**src/sv/tac_pkg.sv**
```systemverilog
// Shared types, widths and constants of the turn angle classifier.
// No dependencies; every module in the project imports this package.
package tac_pkg;

	localparam int COORD_BITS   = 24;
	localparam int CORDIC_STEPS = 18;

	// Datapath widths.
	localparam int DIFF_W  = COORD_BITS + 1;
	localparam int PROD_W  = 2 * DIFF_W;
	localparam int SUM_W   = PROD_W + 1;
	localparam int NORM_W  = 32;
	localparam int CX_W    = NORM_W + 4;
	localparam int Z_W     = 27;
	localparam int LIMIT_W = 18;
	localparam int ANGLE_W = 18;

	// Leading-one search is done on groups of bits.
	localparam int GRP     = 8;
	localparam int GRP_LG  = $clog2(GRP);
	localparam int NGRP    = (SUM_W + GRP - 1) / GRP;
	localparam int GIDX_W  = $clog2(NGRP);
	localparam int MPAD_W  = NGRP * GRP;
	localparam int POS_W   = $clog2(MPAD_W);

	// Angle scaling: accumulator in Q24 radians, result in Q16 radians.
	localparam int ROUND_SH   = 8;
	localparam int ROUND_HALF = 1 << (ROUND_SH - 1);

	localparam logic [ANGLE_W-1:0] ANGLE_MAX       = ANGLE_W'(205887);
	localparam logic [LIMIT_W-1:0] LIMIT_RESET     = LIMIT_W'(11438);
	localparam logic signed [Z_W-1:0] HALF_PI_Q24  = Z_W'(26353589);

	// One input word: the three corner points.
	typedef struct packed {
		logic signed [COORD_BITS-1:0] first_x;
		logic signed [COORD_BITS-1:0] first_y;
		logic signed [COORD_BITS-1:0] middle_x;
		logic signed [COORD_BITS-1:0] middle_y;
		logic signed [COORD_BITS-1:0] last_x;
		logic signed [COORD_BITS-1:0] last_y;
	} tac_points_t;

	// One result word.
	typedef struct packed {
		logic [ANGLE_W-1:0] turn_angle;
		logic               small_turn;
		logic               turns_positive;
		logic               degenerate;
	} tac_turn_t;

	// Control bits that travel with each word down the pipeline.
	typedef struct packed {
		logic valid;
		logic degenerate;
		logic cross_pos;
	} tac_tag_t;

	// atan(2^-i) in Q24 radians, rounded to nearest.
	function automatic logic signed [Z_W-1:0] atan_q24(input int i);
		case (i)
			0:       atan_q24 = Z_W'(13176795);
			1:       atan_q24 = Z_W'(7778716);
			2:       atan_q24 = Z_W'(4110060);
			3:       atan_q24 = Z_W'(2086331);
			4:       atan_q24 = Z_W'(1047214);
			5:       atan_q24 = Z_W'(524117);
			6:       atan_q24 = Z_W'(262123);
			7:       atan_q24 = Z_W'(131069);
			8:       atan_q24 = Z_W'(65536);
			9:       atan_q24 = Z_W'(32768);
			10:      atan_q24 = Z_W'(16384);
			11:      atan_q24 = Z_W'(8192);
			12:      atan_q24 = Z_W'(4096);
			13:      atan_q24 = Z_W'(2048);
			14:      atan_q24 = Z_W'(1024);
			15:      atan_q24 = Z_W'(512);
			16:      atan_q24 = Z_W'(256);
			17:      atan_q24 = Z_W'(128);
			18:      atan_q24 = Z_W'(64);
			19:      atan_q24 = Z_W'(32);
			20:      atan_q24 = Z_W'(16);
			21:      atan_q24 = Z_W'(8);
			22:      atan_q24 = Z_W'(4);
			23:      atan_q24 = Z_W'(2);
			default: atan_q24 = '0;
		endcase
	endfunction

endpackage

```
**src/sv/tac_norm.sv**
```systemverilog
// Magnitudes, leading-one search and normalizing shift of dot and cross.
// Stages s4 to s9 of the pipeline; depends on tac_pkg.
module tac_norm (
	input  logic                                clk,
	input  logic                                arst_n,
	input  logic                                en,
	input  tac_pkg::tac_tag_t                   tag_i,
	input  logic signed [tac_pkg::SUM_W-1:0]    dot_i,
	input  logic signed [tac_pkg::SUM_W-1:0]    cross_i,
	output tac_pkg::tac_tag_t                   tag_o,
	output logic signed [tac_pkg::CX_W-1:0]     x_o,
	output logic signed [tac_pkg::CX_W-1:0]     y_o,
	output logic signed [tac_pkg::Z_W-1:0]      z_o
);
	import tac_pkg::*;

	tac_tag_t             tag_s4, tag_s5, tag_s6, tag_s7, tag_s8, tag_s9;
	logic [SUM_W-1:0]     dm_s4, ac_s4, dm_s5, ac_s5, dm_s6, ac_s6, dm_s7, ac_s7;
	logic                 dneg_s4, dneg_s5, dneg_s6, dneg_s7, dneg_s8;
	logic [SUM_W-1:0]     m_s5;
	logic [MPAD_W-1:0]    m_pad;
	logic [MPAD_W-1:0]    m_s6;
	logic [NGRP-1:0]      grp_nz;
	logic [NGRP-1:0]      grp_s6;
	logic [GIDX_W-1:0]    lead_g;
	logic [GRP-1:0]       lead_grp;
	logic [GRP_LG-1:0]    lead_b;
	logic [POS_W-1:0]     pos;
	logic [POS_W-1:0]     pos_s7;
	logic [POS_W-1:0]     rsh, lsh;
	logic [NORM_W-1:0]    dmn, acn;
	logic [NORM_W-1:0]    dmn_s8, acn_s8;
	logic                 rot;
	logic signed [CX_W-1:0] x_s9, y_s9;
	logic signed [Z_W-1:0]  z_s9;

	// Tags advance with the words; cross sign is known from s4 on.
	always_ff @(posedge clk or negedge arst_n) begin
		if (!arst_n) begin
			tag_s4 <= '0;
			tag_s5 <= '0;
			tag_s6 <= '0;
			tag_s7 <= '0;
			tag_s8 <= '0;
			tag_s9 <= '0;
		end else if (en) begin
			tag_s4 <= '{valid: tag_i.valid, degenerate: tag_i.degenerate,
				cross_pos: (!cross_i[SUM_W-1] && (cross_i != '0))};
			tag_s5 <= tag_s4;
			tag_s6 <= tag_s5;
			tag_s7 <= tag_s6;
			tag_s8 <= tag_s7;
			tag_s9 <= tag_s8;
		end
	end

	// s4: magnitudes of dot and cross.
	always_ff @(posedge clk) begin
		if (en) begin
			dm_s4   <= dot_i[SUM_W-1] ? $unsigned(-dot_i) : $unsigned(dot_i);
			ac_s4   <= cross_i[SUM_W-1] ? $unsigned(-cross_i) : $unsigned(cross_i);
			dneg_s4 <= dot_i[SUM_W-1];
		end
	end

	// s5: the larger magnitude sets the common shift.
	always_ff @(posedge clk) begin
		if (en) begin
			m_s5    <= (dm_s4 > ac_s4) ? dm_s4 : ac_s4;
			dm_s5   <= dm_s4;
			ac_s5   <= ac_s4;
			dneg_s5 <= dneg_s4;
		end
	end

	// s6: nonzero flag for each group of bits.
	assign m_pad = MPAD_W'(m_s5);

	always_comb begin
		for (int k = 0; k < NGRP; k++)
			grp_nz[k] = |m_pad[k*GRP +: GRP];
	end

	always_ff @(posedge clk) begin
		if (en) begin
			grp_s6  <= grp_nz;
			m_s6    <= m_pad;
			dm_s6   <= dm_s5;
			ac_s6   <= ac_s5;
			dneg_s6 <= dneg_s5;
		end
	end

	// s7: highest nonzero group, then the leading bit inside it.
	always_comb begin
		lead_g = '0;
		for (int k = 0; k < NGRP; k++)
			if (grp_s6[k])
				lead_g = GIDX_W'(k);
		lead_grp = m_s6[lead_g*GRP +: GRP];
		lead_b = '0;
		for (int k = 0; k < GRP; k++)
			if (lead_grp[k])
				lead_b = GRP_LG'(k);
		pos = (POS_W'(lead_g) << GRP_LG) | POS_W'(lead_b);
	end

	always_ff @(posedge clk) begin
		if (en) begin
			pos_s7  <= pos;
			dm_s7   <= dm_s6;
			ac_s7   <= ac_s6;
			dneg_s7 <= dneg_s6;
		end
	end

	// s8: move the leading one to bit NORM_W-1; right shifts truncate.
	always_comb begin
		rsh = pos_s7 - POS_W'(NORM_W - 1);
		lsh = POS_W'(NORM_W - 1) - pos_s7;
		if (pos_s7 >= POS_W'(NORM_W - 1)) begin
			dmn = NORM_W'(dm_s7 >> rsh);
			acn = NORM_W'(ac_s7 >> rsh);
		end else begin
			dmn = NORM_W'(dm_s7 << lsh);
			acn = NORM_W'(ac_s7 << lsh);
		end
	end

	always_ff @(posedge clk) begin
		if (en) begin
			dmn_s8  <= dmn;
			acn_s8  <= acn;
			dneg_s8 <= dneg_s7;
		end
	end

	// s9: a negative dot is turned by -90 degrees so the vector lies in the
	// right half plane. A dot that truncated to zero needs no turn.
	assign rot = dneg_s8 && (dmn_s8 != '0);

	always_ff @(posedge clk) begin
		if (en) begin
			x_s9 <= CX_W'(rot ? acn_s8 : dmn_s8);
			y_s9 <= CX_W'(rot ? dmn_s8 : acn_s8);
			z_s9 <= rot ? HALF_PI_Q24 : '0;
		end
	end

	assign tag_o = tag_s9;
	assign x_o   = x_s9;
	assign y_o   = y_s9;
	assign z_o   = z_s9;

endmodule

```
**config.mk**
```make
export PLATFORM = sky130hd
export DESIGN_NAME = tac_norm
export DESIGN_NICKNAME = d
export VERILOG_FILES = /design/src/sv/tac_pkg.sv /design/src/sv/tac_norm.sv
export SDC_FILE = /design/constraint.sdc
export NUM_CORES = 1
export LEC_CHECK = 0
export BUFFER_PORTS_ARGS = -buffer_cell sky130_fd_sc_hd__buf_2
export CAP_MARGIN = 20
export CORE_UTILIZATION = 50
export CTS_BUF_LIST = sky130_fd_sc_hd__clkbuf_4 sky130_fd_sc_hd__clkbuf_8
export DETAILED_ROUTE_END_ITERATION = 8
export PLACE_DENSITY = 0.74
export SETUP_SLACK_MARGIN = 0.15
export SKIP_CTS_REPAIR_TIMING = 1
export SLEW_MARGIN = 20
export SYNTH_ARGS = -nofsm -noshare
export SYNTH_HDL_FRONTEND = slang
export SYNTH_SLANG_ARGS = --single-unit
```
**constraint.sdc**
```tcl
create_clock -name clk -period 4.73 [get_ports clk]
set_input_delay 0.473 -clock clk [delete_from_list [all_inputs] [get_ports clk]]
set_output_delay 0.473 -clock clk [all_outputs]
set_load 0.05 [all_outputs]
```
**Word level (Yosys, flattened, before mapping)**

Cells that the tools add are included.

- Magnitude comparators: 2
- Shifts and indexed selects: 5
- $add $sub $neg: 4
- Reduce and logical (&&, ||, !) cells: 12
- Bitwise logic cells: 1
- Mux-type cells: 21

Operators by type and width:

| cell | count |
|---|---|
| $mux 32 | 4 |
| $neg 51->51 | 2 |
| $shl 51x6->32 | 2 |
| $shr 51x6->32 | 2 |
| $mux 50 | 2 |
| $shiftx 56x7->8 | 1 |
| $gt 51x51->1 | 1 |
| $mux 51 | 1 |
| $reduce_bool 51->1 | 1 |
| $reduce_or 8->1 | 6 |
| $mux 3 | 11 |
| $reduce_bool 32->1 | 1 |
| $mux 25 | 1 |
| $ge 6x5->1 const B | 1 |
| $or 6x3->6 | 1 |
| $sub 5x6->6 const A | 1 |
| $sub 6x5->6 const B | 1 |
| $reduce_or 3->1 | 1 |
| $logic_and 1x1->1 | 2 |
| $mux 1 | 2 |
| $logic_not 1->1 | 1 |

- Input bits: 108
- Register bits: 709

**Longest topological paths before layout**

- Word-level depth: 15
- Gate-level depth with buffers: 12
- Mapped depth without buffers: 9

**Worst setup path before layout**

OpenSTA, ideal clock, no wires.

- Path kind: register -> register
- Start: register pos_s7[0]
- End: register acn_s8[24], data pin
- Setup slack: 1.795 ns
- Period minus slack after synthesis: 2.935 ns
- Cell stages (with the launch flop): 11
- Arrival time: 2.674 ns
- Cells stage by stage: edfxtp_1 ha_1 buf_2 buf_2 buf_2 buf_2 mux2i_1 nand2_1 a31oi_1 mux2i_1 a221o_1

- Longest elaborated chain between the ends: 3
- Elaborated cells on any way between the ends: 6
- Classes of those cells: add/sub: 2; order compare: 1; shift: 2; mux: 1

RTL lines:

| item | line | source |
|---|---|---|
| from (decl) | tac_norm.sv:29 | `logic [POS_W-1:0] pos_s7;` |
| from (signal assigned) | tac_norm.sv:110 | `pos_s7 <= pos;` |
| $sub 5x6->6 or $sub 6x5->6 (tied branches) | tac_norm.sv:120, tac_norm.sv:119 |  |
| $shl 51x6->32 or $shr 51x6->32 (tied branches) | tac_norm.sv:126, tac_norm.sv:123 |  |
| $mux 32 * | tac_norm.sv:121 | `if (pos_s7 >= POS_W'(NORM_W - 1)) begin` |
| named net acn[24] | tac_norm.sv:31 | `logic [NORM_W-1:0] dmn, acn;` |
| to (signal assigned) | tac_norm.sv:133 | `acn_s8 <= acn;` |
| to (decl) | tac_norm.sv:32 | `logic [NORM_W-1:0] dmn_s8, acn_s8;` |

Mark *: on every way through the listed nets, which the timed path passes. The rest lies on a longest branch.
A chain may end at the register's enable or synchronous reset.

**Final worst setup path**

- Start: register pos_s7[2]
- End: register acn_s8[6], data pin

The elaborated chain is that of the path after synthesis.

==> flow_summary.toml <==
[place]
port_buffers = 187
gp_congestion = 1.021
dp_hpwl_mm = 74.87
dpl_cell_area_um2 = 37990

[cts]
clkTransAtPathRegs_ns = 0.06
numCtsBuffers = 100
root_buffer = "clkbuf_8"
cts_tree = "yes"
clockBufferDepth = 3
htreeDepth = 3
clkLatencyLatePin_ns = 0.72
cts_num_sinks = 666

[drt]
via_count = 24940
dr.pass1.iters = 6
wl_mm = 97.82
avgRoutedWirePerCell_um = 23.01
via_per_inst = 5.868
drc = 0
drtIter0Drc = 2489
ant_nets = 0

[setup_path]
regToRegSetupSlack_ns = 1.03
worstPathCellList = "nand3_1 -> xnor2_2 -> buf_12 -> buf_4 -> mux2i_1 -> nand2_1 -> o211ai_1 -> o211ai_1 -> o221ai_1"
cp-start-kind = "flop"
worstRegToRegCells = 9
cp_common_cell = "o211ai_1"
worstSetupPathType = "flop to flop"
reg2reg_from = "pos_s7[2]$_DFFE_PP_"
crit_required_ns = 5.22
worst_path_max_delay_cell = "edfxtp_1"
arrival_ns = 4.19
critPathMaxStageDelay_ns = 0.81
worst_setup_path_end_kind = "flop"
rr_endpoint = "acn_s8[6]$_DFFE_PP_"
crit_fanout = 44

[timing]
rsz0062_at_grt = "no"
period_needed_ns = 3.696
finalHoldViolations = 0
fmax_mhz = 270.6
setup_tns_ns = 0
slew_violations = 0
setup_viol = 0
tightest_slew_ns = 1.011
fin_skew_ns = 0.04140
max_slew_margin_pct = 32.50
fin_crit_sh_pct = 78.13

[floorplan]
ios = 210
die_area_um2 = 72590
die-width_um = 269.4
start_util_pct = 50.80
core-area_um2 = 70390
rows = 97
die_h_um = 269.4

[synthesis]
synth-seq-cells = 666
synth_top_family_by_area = "multiplexers"
synth_compound_area_share_pct = 10.91
ys_seq_area_share_pct = 55.68
synthMuxAreaShare_pct = 13.23
yosys.area_share.simple_pct = 11.90
synth_cells = 3064
synthAdderAreaFrac_pct = 1.889
yosys.cell_types.count = 76
syn-cell-area_um2 = 35760
synth_largest_area_cell = "edfxtp_1"
synth-main-ff-cell = "edfxtp_1"
synth_top_area_share_pct = 54.42
synthArstFlopShare_pct = 2.703
yosys_warnings = 0
synth_edf_count = 648
yosys-top-cells-area = "edfxtp_1 (54%), mux4_2 (5.7%), nand2_1 (5.0%)"
synth_xor_area_share_pct = 2.547
avgSynthCellArea_um2 = 11.67

[pwr]
pwr_density_cell_nw_per_um2 = 424.1
p_leak_nw = 15.21
peakVddDrop_mv = 0.3232

[finish]
area_delta_synth_final_pct = 12.09
n_fill_cell = 5845
drive_above_1_share_pct = 20.72
diodes = 0
nets = 3399
finalInstanceArea_um2 = 40080

[grt]
grt_pass1_vias = 23480
grt_antenna_before_repair = 1
overflow = 0
grt_pass1_wl_mm = 145.8
grt_max_degree = 107
track_usage_pct = 26.76

[flow_run]
maxCapViolations = 0

[hold_path]
hold_depth = 2
holdPathEnd = "ac_s4[47]$_DFFE_PP_"
holdCritPathClass = "primary input to flop"
hold_start = "cross_i[47]"

[status]
run_status = "complete, no violations"
[metal layers]
layer	vias to the layer above	part of all wire [%]	track usage, %	wire [um]
li1	11810	-	-	-
met1	11930	42	35.27	40700
met2	1001	47	42.90	45700
met3	204	5.6	3.384	5467
met4	0	6.1	15.30	5949
met5	-	0	0	0
[worst max path at each step]
| stage | start | endpoint | slack, ns | cells after the start |
|---|---|---|---|---|
| 2_1_floorplan | pos_s7[0]$_DFFE_PP_ | acn_s8[24]$_DFFE_PP_ | 1.79 | 10 |
| 5_1_grt | pos_s7[2]$_DFFE_PP_ | acn_s8[6]$_DFFE_PP_ | 0.96 | 9 |
| 3_3_place_gp | dot_i[24] | dm_s4[45]$_DFFE_PP_ | 1.22 | 8 |
| 6_report | pos_s7[2]$_DFFE_PP_ | acn_s8[6]$_DFFE_PP_ | 1.03 | 9 |
| 4_1_cts | dm_s4[49]$_DFFE_PP_ | m_s5[21]$_DFFE_PP_ | 1.17 | 9 |
| 3_5_place_dp | pos_s7[0]$_DFFE_PP_ | dmn_s8[15]$_DFFE_PP_ | 1.18 | 10 |
[area by class of cell]
class	instances	area (um^2)	share of cell area, %
Clock inverter	43	416.7	1.039
Multi-Input combinational cell	2098	14670	36.60
Sequential cell	666	19910	49.67
Timing Repair Buffer	290	1982	4.944
Tap cell	940	1176	2.934
Inverter	81	304.0	0.7585
Clock buffer	133	1624	4.052
[state kept, by name, indices dropped and copies added, names as in the netlist, 50 cells and up]
signal  count
ac_s7      51
ac_s4      51
ac_s6      51
m_s5       50
ac_s5      51
dm_s6      51
dm_s4      51
dm_s5      51
dm_s7      51
[critical path, delay by kind of cell, from the launching register on]
kind / cells / cell delay, ns
flip-flops: 1 / 0.81
AND/OR/NAND/NOR: 2 / 0.59
multiplexers: 1 / 0.76
XOR/XNOR: 1 / 0.31
AO/OA/AOI/OAI: 3 / 0.52
buffers and inverters: 2 / 0.50
[power by group]
| group | internal, mW | switching [mW] | total, mW | leakage (nW) |
|---|---|---|---|---|
| combinational | 1.62 | 2.94 | 4.56 | 7.56 |
| clock | 2.59 | 2.14 | 4.73 | 1.08 |
| sequential | 7.29 | 0.427 | 7.72 | 6.58 |
| total | 11.5 | 5.50 | 17.0 | 15.2 |
[cell usage in the layout, fill, tap and decap left out, types with 6 or more instances in the layout]
cell       count
o41ai_1       16
nand3_1       29
ha_1          53
a211oi_1      28
buf_12        20
nand4_1       13
dfrtp_1       18
edfxtp_1     648
conb_1        21
a21oi_1      165
mux4_2        90
a221o_1        7
clkbuf_4      33
nand2_1      479
buf_2        186
inv_1         77
mux2_2       105
nor2_1       247
clkinv_2      12
a31oi_1        8
nor3_1        24
o211ai_1      90
xnor2_1       97
or3_1         16
and3_1        55
mux2i_1      152
nand2b_1      13
or2_2         11
clkbuf_8     100
o221ai_1      26
clkinv_1      18
buf_4         78
nor4_1        28
o22ai_1       14
bufinv_16      6
a22oi_1       25
o31ai_1       29
or4_1          9
o21ai_0      146
[per-stage QoR]
| step | setup WS, ns | hold WS, ns | total power, mW | util, % | std cells |
|---|---|---|---|---|---|
| 2_1_floorplan | 1.795 | 0.1774 | 10.47 | - | 3084 |
| 3_3_place_gp | 1.221 | 0.4023 | 12.27 | 53.97 | 4070 |
| 3_5_place_dp | 1.182 | 0.4045 | 12.30 | 53.97 | 4070 |
| 4_1_cts | 1.167 | -0.3572 | 17.05 | 56.87 | 4246 |
| 5_1_grt | 0.9554 | 0.02867 | 17.67 | 56.94 | 4251 |
| 6_report | 1.034 | 0.06212 | 17.00 | 56.94 | 4251 |
[cell usage after synthesis, drive strengths merged, types with 4 or more instances]
master	instances
clkbuf	143
and2	5
nor3b	4
o21a	4
a31oi	8
nor2b	4
o41ai	19
nor3	30
mux2	105
nor4	29
a32oi	4
or2	12
a21oi	165
ha	54
inv	80
dfrtp	18
nand2	481
edfxtp	648
a22o	4
nor2	248
o221ai	26
or4	14
a221o	7
mux2i	152
mux4	90
nand3b	4
and3	55
a22oi	25
xnor2	101
o21ai	149
nand3	29
buf	96
a211oi	29
nand4	13
a221oi	4
nand2b	13
or3	19
o211ai	90
o22ai	14
a311oi	4
o31ai	29
[kinds of logic (layout without fill, tap and decap cells)]
logic type      after synthesis  count (layout)
compound gates              607             607
simple gates                965             965
fa+ha+maj                    54              54
flops                       666             666
buf+inv                     320             547
mux                         347             347
xor+xnor                    104             104
other cells                   1              21
Note: power is estimated with default switching activity, not from simulation.
